[src/hw/rtl/stereo_peak_rms_meter_unit_macros.svh]
// ----------------------------------------------------------------------------
// Stereo peak/RMS meter assertion macros
// Concurrent assertion wrappers on clk and rst_n, empty for synthesis.
// ----------------------------------------------------------------------------
`ifndef STEREO_PEAK_RMS_METER_UNIT_MACROS_SVH
`define STEREO_PEAK_RMS_METER_UNIT_MACROS_SVH
`ifndef SYNTHESIS
`define SPRM_ASSERT(lbl, prop) \
    lbl: assert property (@(posedge clk) disable iff (!rst_n) prop) \
        else $error("sprm assertion failed");
`define SPRM_ASSERT_NEXT(lbl, ante, cons) \
    lbl: assert property (@(posedge clk) disable iff (!rst_n) (ante) |=> (cons)) \
        else $error("sprm assertion failed");
`else
`define SPRM_ASSERT(lbl, prop)
`define SPRM_ASSERT_NEXT(lbl, ante, cons)
`endif
`endif

[src/hw/rtl/sprm_pkg.sv]
// ----------------------------------------------------------------------------
// Stereo peak/RMS meter package
// Widths, register indexes, reset values and the lane control bundle.
// ----------------------------------------------------------------------------
package sprm_pkg;

    localparam int SAMPLE_BITS_DEF = 24;
    localparam int MAX_FRAMES_DEF  = 4096;

    localparam int SUM_W      = 58;
    localparam int SMOOTH_W   = 47;
    localparam int OUT_W      = 24;
    localparam int ROOT_W     = 24;
    localparam int LEVEL_W    = 23;
    localparam int HOLD_W     = 7;
    localparam int CFG_IDX_W  = 8;
    localparam int CFG_DATA_W = 23;
    localparam int STEP_W     = $clog2(SUM_W);

    localparam logic [SUM_W-1:0]    SUM_MAX    = '1;
    localparam logic [SMOOTH_W-1:0] SMOOTH_MAX = '1;

    localparam logic [CFG_IDX_W-1:0] REG_CLIP_LEVEL = 8'd0;
    localparam logic [CFG_IDX_W-1:0] REG_LOUD_LEVEL = 8'd1;
    localparam logic [CFG_IDX_W-1:0] REG_CLIP_HOLD  = 8'd2;
    localparam logic [CFG_IDX_W-1:0] REG_LOUD_HOLD  = 8'd3;

    localparam logic [LEVEL_W-1:0] CLIP_LEVEL_RST = 23'd1048576;
    localparam logic [LEVEL_W-1:0] LOUD_LEVEL_RST = 23'd262144;
    localparam logic [HOLD_W-1:0]  CLIP_HOLD_RST  = 7'd105;
    localparam logic [HOLD_W-1:0]  LOUD_HOLD_RST  = 7'd60;

    typedef struct packed {
        logic mag_load;
        logic sq_load;
        logic acc_load;
        logic div_init;
        logic div_step;
        logic rt_mean;
        logic rt_smooth;
        logic rt_step;
        logic rms_take;
        logic fin;
        logic clear;
    } lane_ctrl_t;

endpackage

[src/hw/rtl/sprm_intf.sv]
// ----------------------------------------------------------------------------
// Stereo peak/RMS meter channels
// Frame input, result output and register write channels.
// ----------------------------------------------------------------------------
interface sprm_frame_if #(parameter int SAMPLE_BITS = sprm_pkg::SAMPLE_BITS_DEF);
    logic                          valid;
    logic                          ready;
    logic signed [SAMPLE_BITS-1:0] left_sample;
    logic signed [SAMPLE_BITS-1:0] right_sample;
    logic                          last_frame;

    modport source (output valid, left_sample, right_sample, last_frame, input ready);
    modport sink   (input valid, left_sample, right_sample, last_frame, output ready);
endinterface

interface sprm_result_if;
    logic                          valid;
    logic                          ready;
    logic [sprm_pkg::OUT_W-1:0]    peak_left;
    logic [sprm_pkg::OUT_W-1:0]    peak_right;
    logic [sprm_pkg::OUT_W-1:0]    rms_left;
    logic [sprm_pkg::OUT_W-1:0]    rms_right;
    logic [sprm_pkg::OUT_W-1:0]    smoothed_rms_left;
    logic [sprm_pkg::OUT_W-1:0]    smoothed_rms_right;
    logic [sprm_pkg::HOLD_W-1:0]   indicator_left;
    logic [sprm_pkg::HOLD_W-1:0]   indicator_right;
    logic                          overflow;

    modport source (output valid, peak_left, peak_right, rms_left, rms_right,
                    smoothed_rms_left, smoothed_rms_right, indicator_left,
                    indicator_right, overflow, input ready);
    modport sink   (input valid, peak_left, peak_right, rms_left, rms_right,
                    smoothed_rms_left, smoothed_rms_right, indicator_left,
                    indicator_right, overflow, output ready);
endinterface

interface sprm_cfg_if;
    logic                            valid;
    logic                            ready;
    logic [sprm_pkg::CFG_IDX_W-1:0]  index;
    logic [sprm_pkg::CFG_DATA_W-1:0] data;

    modport source (output valid, index, data, input ready);
    modport sink   (input valid, index, data, output ready);
endinterface

[src/hw/rtl/stereo_peak_rms_meter_unit.sv]
// ----------------------------------------------------------------------------
// Stereo peak/RMS meter
// Two channel lanes under one sequencer, merged into one result register.
// ----------------------------------------------------------------------------
//  channel  | role   | moves
//  frame    | sink   | one stereo frame per transaction
//  result   | source | one buffer summary per transaction
//  cfg      | sink   | one register write per transaction, always ready
//
//  A frame passes through the square and accumulate states; the closing frame also
//  runs the restoring divider (one quotient bit per cycle over the 58-bit square
//  sum) and two 24-step square roots in each lane.
//  A finished result waits in the output register while new frames are taken;
//  a closing frame stalls only if the previous result is still not taken.
//  Reset clears accumulators and indicators and sets config registers to defaults.
module stereo_peak_rms_meter_unit #(
    parameter int SAMPLE_BITS = sprm_pkg::SAMPLE_BITS_DEF,
    parameter int MAX_FRAMES  = sprm_pkg::MAX_FRAMES_DEF
) (
    input  logic           clk,
    input  logic           rst_n,
    sprm_frame_if.sink     frame,
    sprm_result_if.source  result,
    sprm_cfg_if.sink       cfg
);

`include "stereo_peak_rms_meter_unit_macros.svh"

    localparam int CNT_W = $clog2(MAX_FRAMES + 1);

    typedef enum logic [10:0] {
        ST_IDLE   = 11'b000_0000_0001,
        ST_SQ     = 11'b000_0000_0010,
        ST_ACC    = 11'b000_0000_0100,
        ST_DSET   = 11'b000_0000_1000,
        ST_DIV    = 11'b000_0001_0000,
        ST_RSET_M = 11'b000_0010_0000,
        ST_ROOT_M = 11'b000_0100_0000,
        ST_RSET_S = 11'b000_1000_0000,
        ST_ROOT_S = 11'b001_0000_0000,
        ST_FIN    = 11'b010_0000_0000,
        ST_PUSH   = 11'b100_0000_0000
    } state_t;

    state_t                         state_reg, state_next;
    logic [sprm_pkg::STEP_W-1:0]    step_reg, step_next;
    logic [CNT_W-1:0]               count_reg;
    logic                           sat_reg;
    logic                           last_reg;
    logic [sprm_pkg::LEVEL_W-1:0]   clip_level_reg, loud_level_reg;
    logic [sprm_pkg::HOLD_W-1:0]    clip_hold_reg, loud_hold_reg;
    logic                           res_vld_reg;

    logic [sprm_pkg::OUT_W-1:0]     peak_l_reg, peak_r_reg, rms_l_reg, rms_r_reg;
    logic [sprm_pkg::OUT_W-1:0]     srms_l_reg, srms_r_reg;
    logic [sprm_pkg::HOLD_W-1:0]    ind_l_reg, ind_r_reg;
    logic                           ovf_reg;

    sprm_pkg::lane_ctrl_t           ctrl;
    logic                           accept;
    logic                           load;
    logic                           sat_l, sat_r;
    logic [sprm_pkg::OUT_W-1:0]     peak_l, peak_r, rms_l, rms_r, srms_l, srms_r;
    logic [sprm_pkg::HOLD_W-1:0]    hold_l, hold_r;

    assign frame.ready = (state_reg == ST_IDLE);
    assign accept      = frame.valid && frame.ready;
    assign load        = (state_reg == ST_PUSH) && (!res_vld_reg || result.ready);
    assign cfg.ready   = 1'b1;

    always_comb
    begin
        state_next = state_reg;
        step_next  = step_reg;
        ctrl       = '0;
        unique case (state_reg)
            ST_IDLE:
            begin
                ctrl.mag_load = accept;
                if (accept)
                begin
                    state_next = ST_SQ;
                end
            end
            ST_SQ:
            begin
                ctrl.sq_load = 1'b1;
                state_next   = ST_ACC;
            end
            ST_ACC:
            begin
                ctrl.acc_load = 1'b1;
                state_next    = last_reg ? ST_DSET : ST_IDLE;
            end
            ST_DSET:
            begin
                ctrl.div_init = 1'b1;
                step_next     = '0;
                state_next    = ST_DIV;
            end
            ST_DIV:
            begin
                ctrl.div_step = 1'b1;
                step_next     = step_reg + 1'b1;
                if (step_reg == sprm_pkg::STEP_W'(sprm_pkg::SUM_W - 1))
                begin
                    state_next = ST_RSET_M;
                end
            end
            ST_RSET_M:
            begin
                ctrl.rt_mean = 1'b1;
                step_next    = '0;
                state_next   = ST_ROOT_M;
            end
            ST_ROOT_M:
            begin
                ctrl.rt_step = 1'b1;
                step_next    = step_reg + 1'b1;
                if (step_reg == sprm_pkg::STEP_W'(sprm_pkg::ROOT_W - 1))
                begin
                    state_next = ST_RSET_S;
                end
            end
            ST_RSET_S:
            begin
                ctrl.rms_take  = 1'b1;
                ctrl.rt_smooth = 1'b1;
                step_next      = '0;
                state_next     = ST_ROOT_S;
            end
            ST_ROOT_S:
            begin
                ctrl.rt_step = 1'b1;
                step_next    = step_reg + 1'b1;
                if (step_reg == sprm_pkg::STEP_W'(sprm_pkg::ROOT_W - 1))
                begin
                    state_next = ST_FIN;
                end
            end
            ST_FIN:
            begin
                ctrl.fin   = 1'b1;
                state_next = ST_PUSH;
            end
            ST_PUSH:
            begin
                ctrl.clear = load;
                if (load)
                begin
                    state_next = ST_IDLE;
                end
            end
            default:
            begin
                state_next = ST_IDLE;
            end
        endcase
    end

    always_ff @(posedge clk or negedge rst_n)
    begin
        if (!rst_n)
        begin
            state_reg      <= ST_IDLE;
            step_reg       <= '0;
            count_reg      <= '0;
            sat_reg        <= 1'b0;
            res_vld_reg    <= 1'b0;
            clip_level_reg <= sprm_pkg::CLIP_LEVEL_RST;
            loud_level_reg <= sprm_pkg::LOUD_LEVEL_RST;
            clip_hold_reg  <= sprm_pkg::CLIP_HOLD_RST;
            loud_hold_reg  <= sprm_pkg::LOUD_HOLD_RST;
        end
        else
        begin
            state_reg <= state_next;
            step_reg  <= step_next;
            if (ctrl.clear)
            begin
                count_reg <= '0;
                sat_reg   <= 1'b0;
            end
            else if (ctrl.acc_load)
            begin
                if (count_reg < CNT_W'(MAX_FRAMES))
                begin
                    count_reg <= count_reg + 1'b1;
                    sat_reg   <= sat_reg || sat_l || sat_r;
                end
                else
                begin
                    sat_reg <= 1'b1;
                end
            end
            if (load)
            begin
                res_vld_reg <= 1'b1;
            end
            else if (result.ready)
            begin
                res_vld_reg <= 1'b0;
            end
            if (cfg.valid && cfg.ready)
            begin
                unique case (cfg.index)
                    sprm_pkg::REG_CLIP_LEVEL: clip_level_reg <= cfg.data;
                    sprm_pkg::REG_LOUD_LEVEL: loud_level_reg <= cfg.data;
                    sprm_pkg::REG_CLIP_HOLD:
                        clip_hold_reg <= cfg.data[sprm_pkg::HOLD_W-1:0];
                    sprm_pkg::REG_LOUD_HOLD:
                        loud_hold_reg <= cfg.data[sprm_pkg::HOLD_W-1:0];
                    default:
                    begin
                    end
                endcase
            end
        end
    end

    always_ff @(posedge clk)
    begin
        if (accept)
        begin
            last_reg <= frame.last_frame;
        end
        if (load)
        begin
            peak_l_reg <= peak_l;
            peak_r_reg <= peak_r;
            rms_l_reg  <= rms_l;
            rms_r_reg  <= rms_r;
            srms_l_reg <= srms_l;
            srms_r_reg <= srms_r;
            ind_l_reg  <= hold_l;
            ind_r_reg  <= hold_r;
            ovf_reg    <= sat_reg;
        end
    end

    sprm_lane #(.SAMPLE_BITS(SAMPLE_BITS), .CNT_W(CNT_W)) u_lane_left (
        .clk        (clk),
        .rst_n      (rst_n),
        .ctrl       (ctrl),
        .sample     (frame.left_sample),
        .count      (count_reg),
        .clip_level (clip_level_reg),
        .loud_level (loud_level_reg),
        .clip_hold  (clip_hold_reg),
        .loud_hold  (loud_hold_reg),
        .peak       (peak_l),
        .rms        (rms_l),
        .srms       (srms_l),
        .hold       (hold_l),
        .sat        (sat_l)
    );

    sprm_lane #(.SAMPLE_BITS(SAMPLE_BITS), .CNT_W(CNT_W)) u_lane_right (
        .clk        (clk),
        .rst_n      (rst_n),
        .ctrl       (ctrl),
        .sample     (frame.right_sample),
        .count      (count_reg),
        .clip_level (clip_level_reg),
        .loud_level (loud_level_reg),
        .clip_hold  (clip_hold_reg),
        .loud_hold  (loud_hold_reg),
        .peak       (peak_r),
        .rms        (rms_r),
        .srms       (srms_r),
        .hold       (hold_r),
        .sat        (sat_r)
    );

    assign result.valid              = res_vld_reg;
    assign result.peak_left          = peak_l_reg;
    assign result.peak_right         = peak_r_reg;
    assign result.rms_left           = rms_l_reg;
    assign result.rms_right          = rms_r_reg;
    assign result.smoothed_rms_left  = srms_l_reg;
    assign result.smoothed_rms_right = srms_r_reg;
    assign result.indicator_left     = ind_l_reg;
    assign result.indicator_right    = ind_r_reg;
    assign result.overflow           = ovf_reg;

    `SPRM_ASSERT_NEXT(a_accept_to_square, accept, state_reg == ST_SQ)
    `SPRM_ASSERT_NEXT(a_div_to_root, (state_reg == ST_DIV) && (step_reg == sprm_pkg::STEP_W'(sprm_pkg::SUM_W - 1)), state_reg == ST_RSET_M)
    `SPRM_ASSERT_NEXT(a_push_loads, load, res_vld_reg && (state_reg == ST_IDLE) && (count_reg == '0))
    `SPRM_ASSERT(a_count_bound, count_reg <= CNT_W'(MAX_FRAMES))

endmodule

[src/hw/rtl/sprm_lane.sv]
// ----------------------------------------------------------------------------
// Stereo peak/RMS meter channel lane
// Peak and square sum of one channel, mean division, root and indicator.
// ----------------------------------------------------------------------------
module sprm_lane #(
    parameter int SAMPLE_BITS = sprm_pkg::SAMPLE_BITS_DEF,
    parameter int CNT_W       = 13
) (
    input  logic                           clk,
    input  logic                           rst_n,
    input  sprm_pkg::lane_ctrl_t           ctrl,
    input  logic signed [SAMPLE_BITS-1:0]  sample,
    input  logic [CNT_W-1:0]               count,
    input  logic [sprm_pkg::LEVEL_W-1:0]   clip_level,
    input  logic [sprm_pkg::LEVEL_W-1:0]   loud_level,
    input  logic [sprm_pkg::HOLD_W-1:0]    clip_hold,
    input  logic [sprm_pkg::HOLD_W-1:0]    loud_hold,
    output logic [sprm_pkg::OUT_W-1:0]     peak,
    output logic [sprm_pkg::OUT_W-1:0]     rms,
    output logic [sprm_pkg::OUT_W-1:0]     srms,
    output logic [sprm_pkg::HOLD_W-1:0]    hold,
    output logic                           sat
);

    localparam int SQ_W  = 2 * SAMPLE_BITS;
    localparam int AW    = ((SQ_W > sprm_pkg::SUM_W) ? SQ_W : sprm_pkg::SUM_W) + 1;
    localparam int PW    = (SAMPLE_BITS > sprm_pkg::OUT_W) ? SAMPLE_BITS : sprm_pkg::OUT_W;
    localparam int REM_W = sprm_pkg::ROOT_W + 3;
    localparam int RAD_W = 2 * sprm_pkg::ROOT_W;
    localparam int SW    = sprm_pkg::SMOOTH_W;

    logic [SAMPLE_BITS-1:0]        mag_reg;
    logic [SQ_W-1:0]               sq_reg;
    logic [SAMPLE_BITS-1:0]        peak_reg, peak_next;
    logic [sprm_pkg::SUM_W-1:0]    sum_reg, sum_next;
    logic [sprm_pkg::SUM_W-1:0]    quo_reg, quo_next;
    logic [CNT_W-1:0]              rem_reg, rem_next;
    logic [SW-1:0]                 smooth_reg, smooth_next;
    logic [sprm_pkg::HOLD_W-1:0]   hold_reg, hold_next;
    logic [RAD_W-1:0]              rad_reg;
    logic [REM_W-1:0]              rrem_reg, rrem_next;
    logic [sprm_pkg::ROOT_W-1:0]   root_reg, root_next;
    logic [sprm_pkg::ROOT_W-1:0]   rms_reg, srms_reg;

    logic [SAMPLE_BITS-1:0] raw;
    logic [SAMPLE_BITS-1:0] mag;
    logic [AW-1:0]          acc_sum;
    logic                   acc_ovf;
    logic [CNT_W:0]         div_shift;
    logic [CNT_W:0]         divisor;
    logic                   div_ge;
    logic [SW-1:0]          mean;
    logic [SW:0]            smooth_sum;
    logic [REM_W-1:0]       rt_shift;
    logic [REM_W-1:0]       rt_trial;
    logic                   rt_ge;
    logic [sprm_pkg::HOLD_W-1:0] hold_sel;
    logic [PW-1:0]          peak_wide;

    assign raw = sample;
    assign mag = raw[SAMPLE_BITS-1] ? (~raw + 1'b1) : raw;

    assign acc_sum   = AW'(sum_reg) + AW'(sq_reg);
    assign acc_ovf   = acc_sum > AW'(sprm_pkg::SUM_MAX);
    assign sum_next  = acc_ovf ? sprm_pkg::SUM_MAX : acc_sum[sprm_pkg::SUM_W-1:0];
    assign peak_next = (mag_reg > peak_reg) ? mag_reg : peak_reg;
    assign sat       = ctrl.acc_load && acc_ovf;

    assign divisor   = (count == '0) ? (CNT_W + 1)'(1) : {1'b0, count};
    assign div_shift = {rem_reg, quo_reg[sprm_pkg::SUM_W-1]};
    assign div_ge    = div_shift >= divisor;
    assign rem_next  = div_ge ? CNT_W'(div_shift - divisor) : div_shift[CNT_W-1:0];
    assign quo_next  = {quo_reg[sprm_pkg::SUM_W-2:0], div_ge};

    assign mean        = (quo_reg[sprm_pkg::SUM_W-1:SW] != '0) ? sprm_pkg::SMOOTH_MAX
                                                               : quo_reg[SW-1:0];
    assign smooth_sum  = (SW + 1)'(smooth_reg) + (SW + 1)'(mean);
    assign smooth_next = smooth_sum[SW:1];

    assign rt_shift  = {rrem_reg[REM_W-3:0], rad_reg[RAD_W-1:RAD_W-2]};
    assign rt_trial  = REM_W'({root_reg, 2'b01});
    assign rt_ge     = rt_shift >= rt_trial;
    assign rrem_next = rt_ge ? (rt_shift - rt_trial) : rt_shift;
    assign root_next = {root_reg[sprm_pkg::ROOT_W-2:0], rt_ge};

    always_comb
    begin
        priority if (PW'(peak_reg) > PW'(clip_level))
        begin
            hold_sel = clip_hold;
        end
        else if (root_reg > sprm_pkg::ROOT_W'(loud_level))
        begin
            hold_sel = (hold_reg > loud_hold) ? hold_reg : loud_hold;
        end
        else
        begin
            hold_sel = hold_reg;
        end
        hold_next = (hold_sel != '0) ? (hold_sel - 1'b1) : hold_sel;
    end

    always_ff @(posedge clk or negedge rst_n)
    begin
        if (!rst_n)
        begin
            peak_reg   <= '0;
            sum_reg    <= '0;
            smooth_reg <= '0;
            hold_reg   <= '0;
        end
        else
        begin
            if (ctrl.clear)
            begin
                peak_reg <= '0;
                sum_reg  <= '0;
            end
            else if (ctrl.acc_load)
            begin
                peak_reg <= peak_next;
                sum_reg  <= sum_next;
            end
            if (ctrl.rt_mean)
            begin
                smooth_reg <= smooth_next;
            end
            if (ctrl.fin)
            begin
                hold_reg <= hold_next;
            end
        end
    end

    always_ff @(posedge clk)
    begin
        if (ctrl.mag_load)
        begin
            mag_reg <= mag;
        end
        if (ctrl.sq_load)
        begin
            sq_reg <= SQ_W'(mag_reg) * SQ_W'(mag_reg);
        end
        if (ctrl.div_init)
        begin
            quo_reg <= sum_reg;
            rem_reg <= '0;
        end
        else if (ctrl.div_step)
        begin
            quo_reg <= quo_next;
            rem_reg <= rem_next;
        end
        if (ctrl.rt_mean || ctrl.rt_smooth)
        begin
            rad_reg  <= ctrl.rt_mean ? RAD_W'(mean) : RAD_W'(smooth_reg);
            rrem_reg <= '0;
            root_reg <= '0;
        end
        else if (ctrl.rt_step)
        begin
            rad_reg  <= {rad_reg[RAD_W-3:0], 2'b00};
            rrem_reg <= rrem_next;
            root_reg <= root_next;
        end
        if (ctrl.rms_take)
        begin
            rms_reg <= root_reg;
        end
        if (ctrl.fin)
        begin
            srms_reg <= root_reg;
        end
    end

    assign peak_wide = PW'(peak_reg);
    assign peak      = peak_wide[sprm_pkg::OUT_W-1:0];
    assign rms       = rms_reg;
    assign srms      = srms_reg;
    assign hold      = hold_reg;

endmodule
[src/flat_wrapper.sv]
// flat-port wrapper written by rule: the top's interface ports become plain ports
module stereo_peak_rms_meter_unit_flat 
#(
    parameter int SAMPLE_BITS = sprm_pkg::SAMPLE_BITS_DEF,
    parameter int MAX_FRAMES  = sprm_pkg::MAX_FRAMES_DEF
)
  (clk, rst_n, frame_valid, frame_left_sample, frame_right_sample, frame_last_frame, frame_ready, result_valid, result_peak_left, result_peak_right, result_rms_left, result_rms_right, result_smoothed_rms_left, result_smoothed_rms_right, result_indicator_left, result_indicator_right, result_overflow, result_ready, cfg_valid, cfg_index, cfg_data, cfg_ready);
  sprm_frame_if #(.SAMPLE_BITS(SAMPLE_BITS)) frame_i ();
  sprm_result_if result_i ();
  sprm_cfg_if cfg_i ();
  input  logic clk;
  input  logic rst_n;
  input wire logic [$bits(frame_i.valid)-1:0] frame_valid;
  input wire logic [$bits(frame_i.left_sample)-1:0] frame_left_sample;
  input wire logic [$bits(frame_i.right_sample)-1:0] frame_right_sample;
  input wire logic [$bits(frame_i.last_frame)-1:0] frame_last_frame;
  output wire logic [$bits(frame_i.ready)-1:0] frame_ready;
  output wire logic [$bits(result_i.valid)-1:0] result_valid;
  output wire logic [$bits(result_i.peak_left)-1:0] result_peak_left;
  output wire logic [$bits(result_i.peak_right)-1:0] result_peak_right;
  output wire logic [$bits(result_i.rms_left)-1:0] result_rms_left;
  output wire logic [$bits(result_i.rms_right)-1:0] result_rms_right;
  output wire logic [$bits(result_i.smoothed_rms_left)-1:0] result_smoothed_rms_left;
  output wire logic [$bits(result_i.smoothed_rms_right)-1:0] result_smoothed_rms_right;
  output wire logic [$bits(result_i.indicator_left)-1:0] result_indicator_left;
  output wire logic [$bits(result_i.indicator_right)-1:0] result_indicator_right;
  output wire logic [$bits(result_i.overflow)-1:0] result_overflow;
  input wire logic [$bits(result_i.ready)-1:0] result_ready;
  input wire logic [$bits(cfg_i.valid)-1:0] cfg_valid;
  input wire logic [$bits(cfg_i.index)-1:0] cfg_index;
  input wire logic [$bits(cfg_i.data)-1:0] cfg_data;
  output wire logic [$bits(cfg_i.ready)-1:0] cfg_ready;
  assign frame_i.valid = frame_valid;
  assign frame_i.left_sample = frame_left_sample;
  assign frame_i.right_sample = frame_right_sample;
  assign frame_i.last_frame = frame_last_frame;
  assign frame_ready = frame_i.ready;
  assign result_valid = result_i.valid;
  assign result_peak_left = result_i.peak_left;
  assign result_peak_right = result_i.peak_right;
  assign result_rms_left = result_i.rms_left;
  assign result_rms_right = result_i.rms_right;
  assign result_smoothed_rms_left = result_i.smoothed_rms_left;
  assign result_smoothed_rms_right = result_i.smoothed_rms_right;
  assign result_indicator_left = result_i.indicator_left;
  assign result_indicator_right = result_i.indicator_right;
  assign result_overflow = result_i.overflow;
  assign result_i.ready = result_ready;
  assign cfg_i.valid = cfg_valid;
  assign cfg_i.index = cfg_index;
  assign cfg_i.data = cfg_data;
  assign cfg_ready = cfg_i.ready;
  stereo_peak_rms_meter_unit #(.SAMPLE_BITS(SAMPLE_BITS), .MAX_FRAMES(MAX_FRAMES)) u_core (.clk(clk), .rst_n(rst_n), .frame(frame_i), .result(result_i), .cfg(cfg_i));
endmodule
[config.mk]
export PLATFORM = sky130hd
export DESIGN_NAME = stereo_peak_rms_meter_unit_flat
export DESIGN_NICKNAME = d
export VERILOG_FILES = /design/src/hw/rtl/sprm_pkg.sv /design/src/hw/rtl/sprm_intf.sv /design/src/hw/rtl/stereo_peak_rms_meter_unit.sv /design/src/hw/rtl/sprm_lane.sv /design/src/flat_wrapper.sv
export VERILOG_INCLUDE_DIRS = /design/src /design/src/hw/rtl
export SDC_FILE = /design/constraint.sdc
export NUM_CORES = 2
export LEC_CHECK = 0
export BUFFER_PORTS_ARGS = -buffer_cell sky130_fd_sc_hd__clkbuf_2
export CORE_ASPECT_RATIO = 1.5
export CORE_MARGIN = 5
export CORE_UTILIZATION = 56
export CTS_CLUSTER_DIAMETER = 150
export DETAILED_ROUTE_END_ITERATION = 10
export PLACE_DENSITY = 0.85
export SYNTH_ARGS = -nofsm -noshare
export SYNTH_HDL_FRONTEND = slang
export SYNTH_HIERARCHICAL = 1
export SYNTH_SLANG_ARGS = --single-unit
[constraint.sdc]
create_clock -name clk -period 19 [get_ports clk]
set_input_delay 0.95 -clock clk [delete_from_list [all_inputs] [get_ports clk]]
set_output_delay 0.95 -clock clk [all_outputs]
set_load 0.05 [all_outputs]
* Word level (Yosys, flattened, before mapping)
Index checks and enable logic that the tools add are counted.
** Storage, ports and cells
- Register bits :: 1100
- Bits of input ports :: 85
- Logic and storage cells :: 200
** Cells by class
- Add/sub/neg operators :: 14
- Multiply operators :: 2
- $lt $le $gt $ge :: 15
- Eq/ne operators :: 21
- Multiplexer cells :: 65
- Bitwise operators :: 2
- Reductions and logical operators :: 34
** Operators by type and width (count)
- 58-bit two-way mux :: 10
- 48-bit two-way mux :: 4
- 47-bit two-way mux :: 4
- 24-bit two-way mux :: 6
- 11-bit case mux with 11 select lines :: 1
- 58-bit by 48-bit adder with 59-bit output :: 2
- 59-bit by 58-bit > comparator with 1-bit output, second input constant :: 2
- 47-bit by 47-bit adder with 48-bit output :: 2
- 24-bit by 23-bit > comparator with 1-bit output :: 4
- 24-bit by 24-bit multiplier with 48-bit output :: 2
- 13-bit two-way mux :: 6
- 7-bit two-way mux :: 8
- 11-bit two-way mux :: 5
- 27-bit by 26-bit greater-or-equal comparator with 1-bit output :: 2
- 25-bit two-way mux :: 2
- 25-bit subtractor :: 2
- 24-bit by 1-bit adder with 24-bit output, second input constant :: 2
- 24-bit > comparator :: 2
- 24-bit NOT :: 2
- 23-bit two-way mux :: 2
- 14-bit by 13-bit greater-or-equal comparator with 1-bit output :: 2
- 13-bit subtractor :: 2
- 11-bit nonzero test :: 2
- 8-bit by 2-bit equality test with 1-bit output, second input constant :: 2
- 35 further kinds :: 75

* Longest topological paths before layout
- Word-level depth :: 8
- Mapped depth :: 28

* Hierarchy
The synthesis kept the hierarchy.
** Modules (own cells, without submodules)
- sprm_lane at u_core.u_lane_left :: times used 1, cells an instance 4541, area each 43165.1 sq um, sequential area each 11400.9 sq um
- sprm_lane at u_core.u_lane_right :: times used 1, cells an instance 4409, area each 42579.6 sq um, sequential area each 11400.9 sq um
- stereo_peak_rms_meter_unit :: times used 1, cells an instance 471, area each 8797.2 sq um, sequential area each 7120.6 sq um

* Least setup slack after synthesis
OpenSTA, ideal clock, no wires.
- Kind :: register to register
- Start :: reg u_core.state_reg[8]
- End :: reg u_core.u_lane_left.sq_reg[0], enable pin
- Data arrival time :: 11105 ps
- Data required time :: 18190 ps
- Path slack :: 7084 ps
- Cell stages (with the launch flop) :: 5
- Path buffers :: 1
- Period minus slack after synthesis :: 11916 ps
- Cells stage by stage :: dfrtp_1 > or4_1 > buf_2 > or3_1 > nor4b_1
** RTL lines
- start: declaration :: line stereo_peak_rms_meter_unit.sv:45 : state_t state_reg, state_next;
- start signal: assignment :: line stereo_peak_rms_meter_unit.sv:177 : state_reg <= state_next;
- end signal: assignment :: line sprm_lane.sv:143 : sq_reg <= SQ_W'(mag_reg) * SQ_W'(mag_reg);
- end: declaration :: line sprm_lane.sv:33 : logic [SQ_W-1:0] sq_reg;

* Worst setup path in the final report
- Start :: reg u_core.u_lane_right.mag_reg[7]
- End :: reg u_core.u_lane_right.sq_reg[47], data pin
** Between the ends
- Longest elaborated chain between the ends :: 1
** RTL lines
- start: declaration :: line sprm_lane.sv:32 : logic [SAMPLE_BITS-1:0] mag_reg;
- start signal: assignment :: line sprm_lane.sv:139 : mag_reg <= mag;
- 24-bit by 24-bit multiplier with 48-bit output :: line sprm_lane.sv:143
- end signal: assignment :: line sprm_lane.sv:143
- end: declaration :: line sprm_lane.sv:33
Every way passes these cells.
A chain may end at the register's enable or synchronous reset.

==> impl_metrics.tcl <==
set metrics [dict create \
    area.growth.synth_to_final_pct 7.52 \
    status "finished, final reports clean" \
    grt_start_max_net_pins 195 \
    fin_skew_ns 0.0644 \
    ios 247 \
    netlist-cell-type-count 108 \
    path_class "flip-flop to flip-flop" \
    drtAntennaViolNets 0 \
    synth.area.mux_share 0.0569 \
    insertion_delay_ns 0.76 \
    routed_wl_mm 238 \
    yosysMostFrequentCell "inv_1" \
    port_buffers 245 \
    htreeDepth 3 \
    rows 184 \
    drt_pre_antenna_iters 6 \
    timing.fmax_ghz 0.120 \
    r2r_setup_slack_ns 10.68 \
    clk_pin_slew_worst_paths_ns 0.07 \
    finalCritPeriodShare 0.438 \
    utilization 0.606 \
    gp_congestion 0.948 \
    post_synth_and_or_nand_nor_area_fraction 0.114 \
    syn-cell-area_mm2 0.0945 \
    met1_usage 0.302 \
    hold_path_class "input port to async pin" \
    required_ns 19.51 \
    wl_per_cell_um 20.1 \
    synthAdderAreaFrac 0.286 \
    dpl_cell_area_mm2 0.0979 \
    die_y_um 513 \
    layout-drive-gt1-share 0.102 \
    cts_tree "done" \
    ys_async_sr_fraction 0.332 \
    top_usage_layer "met2" \
    core_region_area_mm2 0.168 \
    drc 0 \
    final_cells 11800 \
    cts_buffer_depth 3 \
    synth_common_cells "inv_1, fa_1, ha_1, nand2_1, edfxtp_1" \
    nNetsFinal 11200 \
    grt_pass1_wl_mm 381 \
    rsz0062_at_grt "no" \
    gr-usage-met3 0.0448 \
    yosys.area_share.xor_xnor 0.0359 \
    cts_setup_buffers 0 \
    initial_utilization 0.563 \
    via_count 69700 \
    fin_tns_setup_ns 0 \
    die_w_um 345 \
    hold_viol_final 0 \
    crit_path_max_fanout 25 \
    overflow 0 \
    fin_crit_ns 8.32 \
    viasPerCell 5.89 \
    drv_cap 0 \
    synth_area_leaders "edfxtp_1, fa_1, ha_1" \
    synth_edf_count 610 \
    tightest_slew_ns 1.25 \
    synth_top_area_frac 0.194 \
    grt_pass1_vias 74300 \
    synth_compound_area_frac 0.114 \
    synth_top_family_by_area "adder cells" \
    ys_seq_area_frac 0.316 \
    worst_ep_arrival_time_ns 8.83 \
    syn_nets 11100 \
    hpwlAfterDp_mm 182 \
    cts_buffers 106 \
    dp.cells 11600 \
    cts.sinks 1098 \
    startpoint_type "flip-flop" \
    grt_usage 0.264 \
    hold_buffers 0 \
    use_met2 0.474 \
    final_area_mm2 0.102 \
    cp-end-kind "flip-flop" \
    max-slew-margin-rel 0.165 \
    synth_area_leader_cell "edfxtp_1" \
    ys_dominant_reg_cell "edfxtp_1" \
    clock-root-buffer "clkbuf_16" \
    yosys_register_bits 1098 \
    antenna_found_initial 10 \
    syn_inst 9421 \
    syn_avg_cell_area_um2 10.0 \
    cts_resized 0 \
    dieArea_mm2 0.177 \
    yosys_warnings 6 \
    setup_violations 0 \
    drt_iter0_drc 5016 \
    finalMaxSlewViolations 0 \
]
==> placed cells by master (no fill, tap or decap), types with 53 or more instances in the layout <==
cell	instances
inv_1	1565
fa_1	861
ha_1	781
nand2_1	710
edfxtp_1	610
nor2_1	498
a21oi_1	429
o21ai_0	363
dfrtp_1	353
and2_1	268
mux2_2	256
xnor2_1	255
mux2i_1	248
clkbuf_2	244
a21o_1	214
xor2_1	133
dfxtp_1	124
or2_2	112
clkbuf_16	106
nand4_1	106
a211oi_1	103
nand3_1	95
nor3_1	84
buf_4	79
a311oi_1	68
a31oi_1	65
o21bai_1	62
nor2b_1	58
and3_1	53
==> metal layers <==
layer	up-vias	routed length [um]	part of all wire
li1	31900	-	-
met1	34200	88300	0.37
met2	2697	120000	0.50
met3	914	15400	0.065
met4	0	15000	0.063
met5	-	0	0
==> worst max-delay path, cell delays in order (launching register included) <==
cell and delay (ns):
edfxtp_1 1.18, nand2_1 0.30, fa_1 0.58, inv_1 0.05
fa_1 0.50, inv_1 0.05, fa_1 0.48, inv_1 0.05
fa_1 0.49, inv_1 0.05, fa_1 0.52, inv_1 0.05
fa_1 0.47, inv_1 0.05, fa_1 0.47, inv_1 0.04
ha_1 0.35, nand4_1 0.22, nor3_1 0.26, o21ai_0 0.25
nand3_1 0.22, o221ai_1 0.25, o31ai_1 0.41, a31oi_1 0.26
o21ai_0 0.22, a21oi_1 0.11, xnor2_1 0.13
==> final cells by class <==
type,count,area [um2]
Fill cell,13300,66200
Multi-Input combinational cell,6397,57400
Sequential cell,1098,29900
Inverter,1567,5880
Tap cell,2232,2790
Clock buffer,122,2760
Timing Repair Buffer,327,1890
Clock inverter,79,942
Antenna cell,8,20.0
==> path summary, 6_finish.rpt <==
path                       cells after the start                                       endpoint                                startpoint
setup reg to reg                              26       u_core/u_lane_right/sq_reg[47]$_DFFE_PP_  u_core/u_lane_right/mag_reg[7]$_DFFE_PP_
setup / recovery                              26       u_core/u_lane_right/sq_reg[47]$_DFFE_PP_  u_core/u_lane_right/mag_reg[7]$_DFFE_PP_
min in group clk                               1                      u_core/last_reg$_DFFE_PP_                          frame_last_frame
max in group asynchronous                      4         u_core/u_lane_left/peak[5]$_DFFE_PN0P_                                     rst_n
hold reg to reg                                0          u_core/result.rms_right[20]$_DFFE_PP_     u_core/u_lane_right/rms[20]$_DFFE_PP_
hold / removal                                 1  u_core/u_lane_left/smooth_reg[13]$_DFFE_PN0P_                                     rst_n
==> through the flow <==
stage / setup WS (ns) / hold slack (ns)
CTS: 10.77 / 0.131
finish: 10.68 / 0.150
floorplan: 7.08 / 0.400
global route: 10.39 / 0.173
global placement: 10.89 / 0.403
detailed placement: 10.76 / 0.405
==> logic make-up (layout without fill, tap and decap cells) <==
group | after synthesis | after routing
other | 1 | 9
flip-flops | 1098 | 1098
AND/OR/NAND/NOR | 2200 | 2200
XOR/XNOR | 388 | 388
multiplexers | 505 | 505
AO/OA/AOI/OAI | 1661 | 1661
buffers and inverters | 1926 | 2095
adder cells (fa/ha/maj) | 1642 | 1642
Power is not shown: default switching activity piles up to over one toggle a cycle in this logic, so the estimate is an artifact.
